## src/fdcr_pkg.sv

```systemverilog
package fdcr_pkg;

  // Drive geometry
  localparam int unsigned DRIVES            = 4;
  localparam int unsigned MAX_TRACK         = 39;
  localparam int unsigned SECTORS_PER_TRACK = 10;
  localparam int unsigned SECTOR_BYTES      = 512;

  // Head track storage always covers every drive select code
  localparam int unsigned SEL_DRIVES = 4;
  localparam int unsigned TRACK_W    = 6;
  localparam int unsigned ID_BYTES   = 6;

  // Status bits
  localparam logic [7:0] ST_BUSY   = 8'h01;
  localparam logic [7:0] ST_INDEX  = 8'h02;
  localparam logic [7:0] ST_DRQ    = 8'h02;
  localparam logic [7:0] ST_TRACK0 = 8'h04;
  localparam logic [7:0] ST_LOST   = 8'h04;
  localparam logic [7:0] ST_RNF    = 8'h10;
  localparam logic [7:0] ST_HEAD   = 8'h20;
  localparam logic [7:0] ST_WP     = 8'h40;
  localparam logic [7:0] EXT_IRQ   = 8'h80;

  // Bus access kinds
  typedef enum logic [3:0] {
    ACC_CMD_WR    = 4'd0,
    ACC_STATUS_RD = 4'd1,
    ACC_DATA_WR   = 4'd2,
    ACC_DATA_RD   = 4'd3,
    ACC_TRACK_WR  = 4'd4,
    ACC_TRACK_RD  = 4'd5,
    ACC_SECTOR_WR = 4'd6,
    ACC_SECTOR_RD = 4'd7,
    ACC_EXT_WR    = 4'd8,
    ACC_EXT_RD    = 4'd9,
    ACC_RESET     = 4'd10
  } acc_e;

  // Controller command codes (upper nibble of the command byte)
  typedef enum logic [3:0] {
    FC_RESTORE   = 4'd0,
    FC_SEEK      = 4'd1,
    FC_STEP      = 4'd2,
    FC_STEP_IN   = 4'd4,
    FC_STEP_OUT  = 4'd6,
    FC_READ_SEC  = 4'd8,
    FC_READ_ADDR = 4'd12,
    FC_FORCE_INT = 4'd13
  } fc_e;

  // Configuration register indexes
  localparam logic CFG_DISK_PRESENT  = 1'b0;
  localparam logic CFG_WRITE_PROTECT = 1'b1;

  typedef struct packed {
    logic [8:0]         fetch_offset;
    logic [3:0]         fetch_sector;
    logic [TRACK_W-1:0] fetch_track;
    logic               fetch_side;
    logic [1:0]         fetch_drive;
    logic               drq;
    logic               intrq;
    logic [7:0]         rdata;
  } result_t;

endpackage

```

## src/fdcr_core.sv

```systemverilog
module fdcr_core import fdcr_pkg::*; #(
  parameter int unsigned SectorBytes = SECTOR_BYTES
) (
  input  logic       clk_i,
  input  logic       rst_ni,
  input  logic       step_i,
  input  logic [3:0] cmd_i,
  input  logic [7:0] wdata_i,
  input  logic [7:0] disk_byte_i,
  input  logic [3:0] disk_present_i,
  input  logic [3:0] write_protect_i,
  output result_t    result_o
);

  localparam int unsigned OFF_W = $clog2(SectorBytes);
  localparam logic [OFF_W-1:0] SEC_LAST = OFF_W'(SectorBytes - 1);
  localparam logic [OFF_W-1:0] ID_LAST  = OFF_W'(ID_BYTES - 1);
  localparam logic [3:0] SPT = 4'(SECTORS_PER_TRACK);

  logic [TRACK_W-1:0] head_q [SEL_DRIVES];
  logic [TRACK_W-1:0] head_d [SEL_DRIVES];
  logic [7:0] track_q, track_d, sector_q, sector_d, data_q, data_d, status_q, status_d;
  logic       out_q, out_d, irq_q, irq_d, drq_q, drq_d;
  logic [1:0] drive_q, drive_d;
  logic       side_q, side_d, dden_q, dden_d;
  logic       active_q, active_d, id_q, id_d;
  logic [OFF_W-1:0] off_q, off_d;
  logic [3:0] sec_q, sec_d, last_sec_q, last_sec_d;
  logic [1:0] xdrive_q, xdrive_d;
  logic       xside_q, xside_d;
  logic [TRACK_W-1:0] xtrack_q, xtrack_d;

  logic [1:0]         d;
  logic [TRACK_W-1:0] head_sel, moved;
  logic               present, dir_out, last, sector_ok, fetch_on;
  logic [7:0]         media, t1_flags, id_byte, rdata;
  logic [3:0]         code;
  logic signed [9:0]  delta, sum;
  logic [OFF_W+8:0]   off_ext;

  always_comb begin
    d        = drive_q;
    head_sel = head_q[d];
    present  = (32'(d) < DRIVES) && disk_present_i[d];
    media    = !present ? ST_INDEX : (write_protect_i[d] ? ST_WP : 8'h00);

    code = wdata_i[7:4];
    if (code[3:1] >= 3'd1 && code[3:1] <= 3'd5) begin
      code[0] = 1'b0;
    end

    dir_out = out_q;
    if (code == FC_STEP_IN) dir_out = 1'b0;
    if (code == FC_STEP_OUT) dir_out = 1'b1;

    if (code == FC_SEEK) begin
      delta = $signed({2'b00, data_q}) - $signed({2'b00, track_q});
    end else begin
      delta = dir_out ? -10'sd1 : 10'sd1;
    end
    sum = $signed({4'b0000, head_sel}) + delta;
    if (sum < 0) begin
      moved = '0;
    end else if (sum > $signed(10'(MAX_TRACK))) begin
      moved = TRACK_W'(MAX_TRACK);
    end else begin
      moved = sum[TRACK_W-1:0];
    end
    // head bit from the verify/load flags of the command byte
    t1_flags = media | ((wdata_i[3:2] != 2'b00) ? ST_HEAD : 8'h00);

    sector_ok = (sector_q >= 8'd1) && (sector_q <= 8'(SECTORS_PER_TRACK));

    last = id_q ? (off_q == ID_LAST) : (off_q == SEC_LAST && sec_q == last_sec_q);

    case (off_q)
      OFF_W'(0): id_byte = {2'b00, xtrack_q};
      OFF_W'(1): id_byte = {7'd0, xside_q};
      OFF_W'(2): id_byte = 8'd1;
      OFF_W'(3): id_byte = 8'd2;
      default:   id_byte = 8'hFF;
    endcase

    head_d     = head_q;
    track_d    = track_q;
    sector_d   = sector_q;
    data_d     = data_q;
    status_d   = status_q;
    out_d      = out_q;
    irq_d      = irq_q;
    drq_d      = drq_q;
    drive_d    = drive_q;
    side_d     = side_q;
    dden_d     = dden_q;
    active_d   = active_q;
    id_d       = id_q;
    off_d      = off_q;
    sec_d      = sec_q;
    last_sec_d = last_sec_q;
    xdrive_d   = xdrive_q;
    xside_d    = xside_q;
    xtrack_d   = xtrack_q;
    rdata      = 8'h00;

    if (step_i) begin
      case (acc_e'(cmd_i))
        ACC_CMD_WR: begin
          irq_d = 1'b0;
          case (fc_e'(code))
            FC_RESTORE: begin
              head_d[d] = '0;
              track_d   = 8'h00;
              status_d  = t1_flags | ST_TRACK0;
              irq_d     = 1'b1;
            end
            FC_SEEK: begin
              head_d[d] = moved;
              out_d     = data_q < track_q;
              track_d   = data_q;
              status_d  = t1_flags | ((moved == '0) ? ST_TRACK0 : 8'h00);
              irq_d     = 1'b1;
            end
            FC_STEP, FC_STEP_IN, FC_STEP_OUT: begin
              out_d     = dir_out;
              head_d[d] = moved;
              if (wdata_i[4]) begin
                track_d = dir_out ? track_q - 8'd1 : track_q + 8'd1;
              end
              status_d  = t1_flags | ((moved == '0) ? ST_TRACK0 : 8'h00);
              irq_d     = 1'b1;
            end
            FC_READ_SEC: begin
              if (!present || !sector_ok) begin
                status_d = ST_RNF;
              end else begin
                xdrive_d = d;
                xside_d  = side_q;
                xtrack_d = head_sel;
                sec_d    = sector_q[3:0];
                off_d    = '0;
                id_d     = 1'b0;
                active_d = 1'b1;
                if (wdata_i[4]) begin
                  // multisector: run to the last sector of the track
                  last_sec_d = SPT;
                  sector_d   = 8'(SECTORS_PER_TRACK + 1);
                end else begin
                  last_sec_d = sector_q[3:0];
                end
                status_d = ST_BUSY | ST_DRQ;
                drq_d    = 1'b1;
              end
            end
            FC_READ_ADDR: begin
              xdrive_d = d;
              xside_d  = side_q;
              xtrack_d = head_sel;
              sector_d = {2'b00, head_sel};
              off_d    = '0;
              id_d     = 1'b1;
              active_d = 1'b1;
              status_d = ST_BUSY | ST_DRQ;
              drq_d    = 1'b1;
            end
            FC_FORCE_INT: begin
              status_d = ST_WP;
              active_d = 1'b0;
              drq_d    = 1'b0;
              irq_d    = 1'b1;
            end
            default: ;
          endcase
        end
        ACC_STATUS_RD, ACC_DATA_RD: begin
          if (cmd_i == ACC_STATUS_RD) irq_d = 1'b0;
          if (active_q) begin
            if (cmd_i == ACC_DATA_RD) begin
              data_d = id_q ? id_byte : disk_byte_i;
            end
            if (!id_q && off_q == SEC_LAST) begin
              off_d = '0;
              sec_d = sec_q + 4'd1;
            end else begin
              off_d = off_q + OFF_W'(1);
            end
            if (last) begin
              status_d = (cmd_i == ACC_STATUS_RD) ? (ST_WP | ST_LOST) : ST_WP;
              active_d = 1'b0;
              drq_d    = 1'b0;
              irq_d    = 1'b1;
            end else if (cmd_i == ACC_STATUS_RD) begin
              // byte dropped as lost data
              status_d = status_q | ST_LOST;
            end
          end
          rdata = (cmd_i == ACC_STATUS_RD) ? status_d : data_d;
        end
        ACC_DATA_WR:   data_d = wdata_i;
        ACC_TRACK_WR:  track_d = wdata_i;
        ACC_TRACK_RD:  rdata = track_q;
        ACC_SECTOR_WR: sector_d = wdata_i;
        ACC_SECTOR_RD: rdata = sector_q;
        ACC_EXT_WR: begin
          drive_d = wdata_i[1:0];
          side_d  = wdata_i[2];
          dden_d  = wdata_i[3];
        end
        ACC_EXT_RD: rdata = (irq_q || drq_q) ? EXT_IRQ : 8'h00;
        ACC_RESET: begin
          drive_d   = 2'd0;
          side_d    = 1'b0;
          dden_d    = 1'b0;
          track_d   = 8'h00;
          irq_d     = 1'b0;
          drq_d     = 1'b0;
          out_d     = 1'b0;
          head_d[0] = '0;
          active_d  = 1'b0;
          status_d  = ST_TRACK0 | (!disk_present_i[0] ? ST_INDEX :
                                   (write_protect_i[0] ? ST_WP : 8'h00));
        end
        default: ;
      endcase
    end

    fetch_on = active_d && !id_d;
    off_ext  = (OFF_W + 9)'(off_d);

    result_o.rdata        = rdata;
    result_o.intrq        = irq_d;
    result_o.drq          = drq_d;
    result_o.fetch_drive  = fetch_on ? xdrive_d : 2'd0;
    result_o.fetch_side   = fetch_on ? xside_d : 1'b0;
    result_o.fetch_track  = fetch_on ? xtrack_d : '0;
    result_o.fetch_sector = fetch_on ? sec_d : 4'd0;
    result_o.fetch_offset = fetch_on ? off_ext[8:0] : 9'd0;
  end

  always_ff @(posedge clk_i or negedge rst_ni) begin
    if (!rst_ni) begin
      for (int i = 0; i < SEL_DRIVES; i++) begin
        head_q[i] <= '0;
      end
      track_q    <= 8'h00;
      sector_q   <= 8'h00;
      data_q     <= 8'h00;
      status_q   <= ST_TRACK0;
      out_q      <= 1'b0;
      irq_q      <= 1'b0;
      drq_q      <= 1'b0;
      drive_q    <= 2'd0;
      side_q     <= 1'b0;
      dden_q     <= 1'b0;
      active_q   <= 1'b0;
      id_q       <= 1'b0;
      off_q      <= '0;
      sec_q      <= 4'd1;
      last_sec_q <= 4'd1;
      xdrive_q   <= 2'd0;
      xside_q    <= 1'b0;
      xtrack_q   <= '0;
    end else begin
      head_q     <= head_d;
      track_q    <= track_d;
      sector_q   <= sector_d;
      data_q     <= data_d;
      status_q   <= status_d;
      out_q      <= out_d;
      irq_q      <= irq_d;
      drq_q      <= drq_d;
      drive_q    <= drive_d;
      side_q     <= side_d;
      dden_q     <= dden_d;
      active_q   <= active_d;
      id_q       <= id_d;
      off_q      <= off_d;
      sec_q      <= sec_d;
      last_sec_q <= last_sec_d;
      xdrive_q   <= xdrive_d;
      xside_q    <= xside_d;
      xtrack_q   <= xtrack_d;
    end
  end

  // data request is up exactly while a transfer is pending
  a_drq_active: assert property (@(posedge clk_i) disable iff (!rst_ni)
    drq_q == active_q) else $error("drq out of step with transfer");

  a_head_range: assert property (@(posedge clk_i) disable iff (!rst_ni)
    32'(head_q[d]) <= MAX_TRACK) else $error("head beyond last track");

  a_sector_xfer_range: assert property (@(posedge clk_i) disable iff (!rst_ni)
    (active_q && !id_q) |-> (sec_q <= last_sec_q && sec_q != 4'd0))
    else $error("transfer sector out of range");

endmodule

```

## src/floppy_disk_controller_registers.sv

```systemverilog
// Floppy disk controller register file, one bus access per transfer.
// The result of an access is registered and on the output in the cycle after its transfer.
// Throughput: one access per cycle; fdcr_core computes the next register state
// combinationally from each access. A result held under back-pressure stalls the input.
// Reset (rst_ni low, asynchronous): registers return to idle, status shows track 0,
// disk_present set for drive 0 only, write_protect clear.
module floppy_disk_controller_registers import fdcr_pkg::*; #(
  parameter int unsigned SectorBytes = SECTOR_BYTES
) (
  input  logic        clk_i,
  input  logic        rst_ni,
  // [3:0] cmd, [11:4] wdata, [19:12] disk_byte, [23:20] zero
  input  logic [23:0] s_axis_tdata,
  input  logic        s_axis_tvalid,
  output logic        s_axis_tready,
  // [7:0] rdata, [8] intrq, [9] drq, [11:10] fetch_drive, [12] fetch_side,
  // [18:13] fetch_track, [22:19] fetch_sector, [31:23] fetch_offset
  output logic [31:0] m_axis_tdata,
  output logic        m_axis_tvalid,
  input  logic        m_axis_tready,
  input  logic        cfg_we_i,
  input  logic        cfg_idx_i,
  input  logic [3:0]  cfg_wdata_i
);

  logic [3:0] disk_present_q, write_protect_q;
  logic       accept;
  logic       m_valid_q;
  result_t    result, result_q;

  // Configuration registers: plain writes, no read-back
  always_ff @(posedge clk_i or negedge rst_ni) begin
    if (!rst_ni) begin
      disk_present_q  <= 4'b0001;
      write_protect_q <= 4'b0000;
    end else if (cfg_we_i) begin
      if (cfg_idx_i == CFG_DISK_PRESENT) disk_present_q <= cfg_wdata_i;
      if (cfg_idx_i == CFG_WRITE_PROTECT) write_protect_q <= cfg_wdata_i;
    end
  end

  // Take a new access whenever the output slot is free or is being drained
  assign s_axis_tready = !m_valid_q || m_axis_tready;
  assign accept        = s_axis_tvalid && s_axis_tready;

  fdcr_core #(
    .SectorBytes(SectorBytes)
  ) u_core (
    .clk_i          (clk_i),
    .rst_ni         (rst_ni),
    .step_i         (accept),
    .cmd_i          (s_axis_tdata[3:0]),
    .wdata_i        (s_axis_tdata[11:4]),
    .disk_byte_i    (s_axis_tdata[19:12]),
    .disk_present_i (disk_present_q),
    .write_protect_i(write_protect_q),
    .result_o       (result)
  );

  // Output register
  always_ff @(posedge clk_i or negedge rst_ni) begin
    if (!rst_ni) begin
      m_valid_q <= 1'b0;
    end else if (accept) begin
      m_valid_q <= 1'b1;
    end else if (m_axis_tready) begin
      m_valid_q <= 1'b0;
    end
  end

  always_ff @(posedge clk_i) begin
    if (accept) begin
      result_q <= result;
    end
  end

  assign m_axis_tvalid = m_valid_q;
  assign m_axis_tdata  = result_q;

  // A stalled result blocks the input side
  a_no_overrun: assert property (@(posedge clk_i) disable iff (!rst_ni)
    !s_axis_tready |-> m_axis_tvalid) else $error("input taken over pending result");

  // Every accepted access produces a result on the next cycle
  a_result_follows: assert property (@(posedge clk_i) disable iff (!rst_ni)
    accept |=> m_axis_tvalid) else $error("accepted access lost");

  // A result held under back-pressure keeps its value
  a_result_hold: assert property (@(posedge clk_i) disable iff (!rst_ni)
    (m_axis_tvalid && !m_axis_tready) |=> $stable(m_axis_tdata))
    else $error("pending result changed");

endmodule
```

## config.mk

```make
export PLATFORM = sky130hd
export DESIGN_NAME = floppy_disk_controller_registers
export DESIGN_NICKNAME = d
export VERILOG_FILES = /design/src/fdcr_pkg.sv /design/src/fdcr_core.sv /design/src/floppy_disk_controller_registers.sv
export SDC_FILE = /design/constraint.sdc
export NUM_CORES = 1
export LEC_CHECK = 0
export ABC_AREA = 0
export BUFFER_PORTS_ARGS = -buffer_cell sky130_fd_sc_hd__buf_2
export CAP_MARGIN = 20
export CORE_MARGIN = 2
export CORE_UTILIZATION = 60
export CTS_BUF_LIST = sky130_fd_sc_hd__clkbuf_4 sky130_fd_sc_hd__clkbuf_8
export CTS_CLUSTER_DIAMETER = 100
export DETAILED_ROUTE_END_ITERATION = 6
export PLACE_DENSITY_LB_ADDON = 0.25
export SLEW_MARGIN = 15
export SYNTH_ARGS = -nofsm -noshare
export SYNTH_HDL_FRONTEND = slang
export SYNTH_SLANG_ARGS = --single-unit
```

## constraint.sdc

```tcl
create_clock -name clk_i -period 9.33 [get_ports clk_i]
set_input_delay 1.866 -clock clk_i [delete_from_list [all_inputs] [get_ports clk_i]]
set_output_delay 1.866 -clock clk_i [all_outputs]
set_load 0.02 [all_outputs]
```

======== Yosys cells after proc, flatten, opt, wreduce, memory -nomap -nowiden ========
Index checks and enable logic that the tools add are counted.
cells by class
  $lt $le $gt $ge ......................... 10
  mux-type cells .......................... 102
  reductions and logical operators ........ 43
  bitwise gates (word level) .............. 7
  $add $sub $neg .......................... 6
  equal/unequal tests ..................... 31
operators with widths
  operator                                       number
  two-way mux 8 bit                              13
  case mux 8 bit (3 select lines)                3
  case mux 8 bit (4 select lines)                2
  two-way mux 6 bit                              9
  case mux 24 bit (2 select lines)               1
  case mux 8 bit (2 select lines)                3
  case mux 8 bit (5 select lines)                1
  two-way mux 9 bit                              4
  case mux 9 bit (2 select lines)                2
  two-way mux 1 bit                              27
  AND 24 bit                                     1
  bitwise mux 24 bit                             1
  == test 4 x 3 -> 1 bit, second input constant  6
  == test 4 bit, second input constant           6
  two-way mux 4 bit                              6
  inverter 24 bit                                1
  case mux 6 bit (2 select lines)                2
  two-way mux 10 bit                             2
  == test 9 x 2 -> 1 bit, second input constant  2
  != test 3 bit, second input constant           5
  case mux 1 bit (3 select lines)                5
  two-way mux 7 bit                              2
  nonzero test 2 bit                             7
  binary-select mux 6 bit (select 2 bit)         1
  other kinds (52)                               87
storage, ports and cells
  output and inout port bits .............. 34
  word-level logic and storage cells ...... 231
  bits of input ports ..................... 34
  flip-flop bits (word level) ............. 131

======== Longest topological paths before layout ========
  word-level depth ........................ 17
  mapped depth ............................ 18
  depth with buffers taken out ............ 17

======== Modules after synthesis ========
A second synthesis with hierarchy kept.
second synthesis, totals
  cell total of the unflattened synthesis .. 863
  area total of the unflattened synthesis .. 8154.1 sq um
modules (own cells, without submodules)
  module                            cells each  seq. area each (sq um)  instances  area an instance (sq um)
  fdcr_core                         809         2255.9                  1          6822.8
  floppy_disk_controller_registers  54          1187.4                  1          1331.3

======== Least setup slack after synthesis ========
Ideal clock, no wire load.
  path kind ............................... input to register
  from .................................... input port s_axis_tdata[9]
  to ...................................... register u_core.status_q[2]
  cell stages on the path ................. 15
  required time ........................... 9253 ps
  setup time .............................. 77 ps
  path slack .............................. 4072 ps
  buffers on the path ..................... 3
  arrival ................................. 5181 ps
  cell sequence ........................... buf_6 -> or4b_1 -> buf_2 -> buf_6 -> nand2_1 -> o21a_1 -> ha_1 -> a21o_1 -> and4_1 -> o21ai_0 -> a22oi_2 -> o31a_1 -> o21a_1 -> or4_1 -> a31oi_1
on the way
  word-level cells in the longest chain between the ends .. 17
  elaborated cells between the ends (all ways) .. 29
  classes of those cells .................. add/sub (1); order compare (4); eq/ne (8); mux (10); bitwise (1); reduce/logical (5)
ends and longest elaborated chain
  item                                                                                      RTL line                                source
  start: declaration                                                                        floppy_disk_controller_registers.sv:13  input logic [23:0] s_axis_tdata,
  greater-or-equal comparator 3 x 1 -> 1 bit / <= comparator 3 bit (equally long branches)  fdcr_core.sv:48                         if (code[3:1] >= 3'd1 && code[3:1] <= 3'd5) begin
  logical AND 1 bit                                                                         fdcr_core.sv:48
  two-way mux 1 bit                                                                         fdcr_core.sv:48
  == test 4 x 3 -> 1 bit                                                                    fdcr_core.sv:53, fdcr_core.sv:109
  two-way mux 1 bit                                                                         fdcr_core.sv:53                         if (code == FC_STEP_IN) dir_out = 1'b0;
  two-way mux 1 bit                                                                         fdcr_core.sv:54                         if (code == FC_STEP_OUT) dir_out = 1'b1;
  two-way mux 10 bit                                                                        fdcr_core.sv:59                         delta = dir_out ? -10'sd1 : 10'sd1;
  two-way mux 10 bit                                                                        fdcr_core.sv:56                         if (code == FC_SEEK) begin
  adder 7 x 10 -> 10 bit                                                                    fdcr_core.sv:61                         sum = $signed({4'b0000, head_sel}) + delta;
  greater-than comparator 10 x 7 -> 1 bit                                                   fdcr_core.sv:64                         end else if (sum > $signed(10'(MAX_TRACK))) begin
  two-way mux 6 bit                                                                         fdcr_core.sv:64
  two-way mux 6 bit                                                                         fdcr_core.sv:62                         if (sum < 0) begin
  zero test 6 bit                                                                           fdcr_core.sv:120, fdcr_core.sv:129
  two-way mux 3 bit                                                                         fdcr_core.sv:120, fdcr_core.sv:129
  OR 8 x 3 -> 8 bit                                                                         fdcr_core.sv:120, fdcr_core.sv:129
  case mux 8 bit (5 select lines)                                                           fdcr_core.sv:109                        case (fc_e'(code))
  case mux 8 bit (3 select lines)                                                           fdcr_core.sv:106                        case (acc_e'(cmd_i))
  end signal: assignment                                                                    fdcr_core.sv:267                        status_q <= status_d;
  end: declaration                                                                          fdcr_core.sv:22                         logic [7:0] track_q, track_d, sector_q, sector_d, data_q, data_d, status_q, status_d;
Several ways; a longest one is shown, not always the timed one.
A chain may end at the register's enable or synchronous reset.

======== Final worst setup path ========
  from .................................... input port s_axis_tdata[11]
  to ...................................... register u_core.status_q[2]
Same word-level chain as after synthesis.

==> reports/qor.txt <==
# DRC: 0
Worst setup margin: 3840 ps
Via density per instance: 6.48
CP most frequent cell: o21a_1
# resized after CTS: 0
Final min period: 5490 ps
Slew HR: 31.0%
Crit. End Element: register
First-pass GRT wire length: 36.2 mm
Area Growth Syn to Fin: 10.4%
Largest net degree at the start of global routing: 66
Hold-fix buffer count after cts: 0
WP data required: 9710 ps
CTS max path bufs: 2
Setup TNS: 0 ps
Worst setup path startpoint: s_axis_tdata[11]
Die Y: 118 µm
Post-DP HPWL: 16.3 mm
Placeable Area: 12600 µm²
Layout fillers: 1046
H-tree levels: 4
Worst Setup EP: u_core.status_q[2]$_DFFE_PN1P_
Post-synthesis sequential area ratio: 44.2%
CP bufs+invs: 2
TritonCTS buffer count: 17
Top FF cell, synth: dfrtp_1
Clk slew on worst S/H paths: 80 ps
I/O pin count: 68
Clock sink total: 131
Layout cells sized above 1: 15.7%
Critical Path AT: 5870 ps
Die area: 13900 µm²
Post-synth ARST share: 75.6%
Worst path top cell family by delay: compound AO/OA/AOI/OAI gates
Diodes inserted: 0
Leading area contributor after synthesis: dfrtp_1
Starting Density: 61.7%
GRT Total Usage: 33.2%
Final Slew Violations: 0
Yosys top cell area share: 30.5%
Post-DP Area: 8200 µm²
Cell Pwr Density: 196 nW/µm²
Die X: 118 µm
Post-route ant nets: 0
Worst slew pin tran: 1030 ps
Root buffer cell: clkbuf_8
Post-synth EDFFs: 32
Final hold vios: 0
RSZ-0062 raised after global routing: no
Vias in the first global route: 6733
DR vias: 6970
Most common cell in the synthesized netlist: nand2_1
WL/cell: 20.6 µm
DR iter-0 viols: 801
DRT Wirelength: 22.2 mm
Area taken by multi-input logic gates: 4090 µm²
Avg Cell Area, Syn: 9.26 µm²
CP max FO: 16
Hold Path Class: register to register
Pre-Repair DR Iteration Count: 6
Gpl congestion: 0.997
Slowest cell on crit path: or4_1
Critical path class: primary input to register
Input/output buffers: 63
Origin of the critical flop-to-flop path: u_core.track_q[0]$_DFFE_PN0P_
Flop-to-flop setup slack: 4710 ps
Final instance area: 8590 µm²
R2r worst-path depth: 15
Status: finished, final reports clean
Pre-CTS WS: 3470 ps
Final Skew: 14.3 ps
Synth area leaders: dfrtp_1 31%, edfxtp_1 12%, o21ai_0 6.2%
CTS tree: built
Worst-path cell chain: buf_2, nand2b_1, mux2_2, inv_1, nand2_1, o21a_1, ha_1, a21o_1, and4_1, o21ai_0, a22oi_2, o31a_1, o21a_1, or4_1, a31oi_1
Cells after Synth: 841
Startpoint Class: primary input
Syn nets: 905
Clock Latency Late Sink: 460 ps
Leak pwr: 3.62 nW
CP Depth: 15
Initial antenna violation count: 0
Warnings, synthesis: 0
Post-synth top cells: 122 x nand2_1, 97 x o21ai_0, 95 x dfrtp_1, 57 x nor2_1, 44 x a21oi_1
Final period util: 58.8%
Row cnt: 41
Slowest Stage Delay on Critical Path: 530 ps
FF/Latch Area: 3440 µm²
Nets: 954
Setup violators final: 0
Worst R2R End: u_core.head_q[15]$_DFFE_PN0P_
Worst VDD drop: 114 µV
Number of max-cap violations: 0
Fmax: 182 MHz
Post-Syn Area: 7780 µm²
GRT overflow: 0
Seq cells post-synth: 131
Setup Buffers After CTS: 0
Number of library cell types mapped by synthesis: 66
==> worst min path at each step <==
stage                                          start                          endpoint  slack, ps  cells past startpoint
floorplan             u_core.status_q[5]$_DFFE_PN0P_    u_core.status_q[5]$_DFFE_PN0P_        440                      2
global placement       u_core.head_q[15]$_DFFE_PN0P_     u_core.head_q[15]$_DFFE_PN0P_        460                      2
detailed placement    u_core.status_q[1]$_DFFE_PN0P_    u_core.status_q[1]$_DFFE_PN0P_        460                      2
CTS                     u_core.head_q[1]$_DFFE_PN0P_      u_core.head_q[1]$_DFFE_PN0P_        480                      2
global route        u_core.last_sec_q[0]$_DFFE_PN1P_  u_core.last_sec_q[0]$_DFFE_PN1P_        510                      2
finish                  u_core.head_q[1]$_DFFE_PN0P_      u_core.head_q[1]$_DFFE_PN0P_        480                      2
==> where the power goes <==
group          leakage (nW)  internal [W]  switching (W)
Clock                 0.193      0.000243       0.000243
Combinational          1.81      0.000191       0.000283
Sequential             1.62      0.000648      0.0000801
==> cell type report <==
cell class	count	share of cell area (%)
Multi-Input combinational cell	647	47.6
Sequential cell	131	40.1
Timing Repair Buffer	68	4.14
Clock buffer	18	2.81
Tap cell	172	2.50
Clock inverter	14	1.79
Inverter	25	1.09
==> cells in the final DEF (no fill, tap or decap), drive strengths merged, types with 6 or more instances in the layout <==
master / netlist / layout
a21o: 8 / 8
a21oi: 45 / 45
a22o: 10 / 10
a22oi: 12 / 12
a31oi: 16 / 16
and2: 15 / 15
buf: 9 / 68
clkbuf: 29 / 18
clkinv: 0 / 6
dfrtp: 95 / 95
edfxtp: 32 / 32
ha: 27 / 27
inv: 25 / 28
mux2: 19 / 19
mux4: 8 / 8
nand2: 122 / 122
nand2b: 12 / 12
nand3: 25 / 25
nor2: 57 / 57
nor2b: 31 / 31
nor3: 11 / 11
o21ai: 97 / 97
o22ai: 14 / 14
xnor2: 15 / 15
==> cell families (layout without fill, tap and decap cells) <==
kind of cell    after synthesis  in the layout  share of synthesized area [%]
flops                       131            131                           44.2
xor+xnor                     18             18                           2.03
buf+inv                      63            125                           3.33
mux                          32             32                           5.71
simple gates                314            314                           19.3
fa+ha+maj                    30             30                           5.11
compound gates              253            253                           20.3
==> sequential cells by signal (all words and copies together) (netlist names) <==
name               count
u_core.track_q         8
u_core.status_q        8
u_core.xdrive_q        2
u_core.irq_q           1
u_core.data_q          8
m_axis_tvalid          1
u_core.side_q          1
u_core.out_q           1
u_core.d               2
u_core.active_q        1
u_core.id_q            1
u_core.off_q           9
u_core.sector_q        8
u_core.last_sec_q      4
m_axis_tdata          32
u_core.xtrack_q        6
disk_present_q         4
u_core.drq_q           1
write_protect_q        4
u_core.sec_q           4
u_core.xside_q         1
u_core.head_q         24
==> worst reg2reg max path: cells and delay by family, from the launching register on <==
kind,cells,cell delay [ps]
flip-flops,1,510
AND/OR/NAND/NOR,2,500
XOR/XNOR,1,190
buffers and inverters,1,70
adder cells (fa/ha/maj),3,1090
AO/OA/AOI/OAI,8,2180
==> per-stage QoR <==
stage	power, W	util (%)	hold slack (ps)	instances
after global placement	0.00118	65.0	458	1043
after floorplan	0.00105	-	439	841
after global routing	0.00177	68.1	512	1075
final	0.00169	68.1	478	1075
after CTS	0.00168	68.1	485	1075
after detailed placement	0.00120	65.0	463	1043
==> per-layer routing <==
| layer | track usage [%] | wire length, µm | up-vias |
|---|---|---|---|
| li1 | - | - | 3168 |
| met1 | 44.2 | 9080 | 3359 |
| met2 | 53.7 | 10500 | 380 |
| met3 | 7.17 | 1880 | 63 |
| met4 | 12.3 | 740 | 0 |
| met5 | 0 | 0 | - |
(Power assumes the default switching activity.)
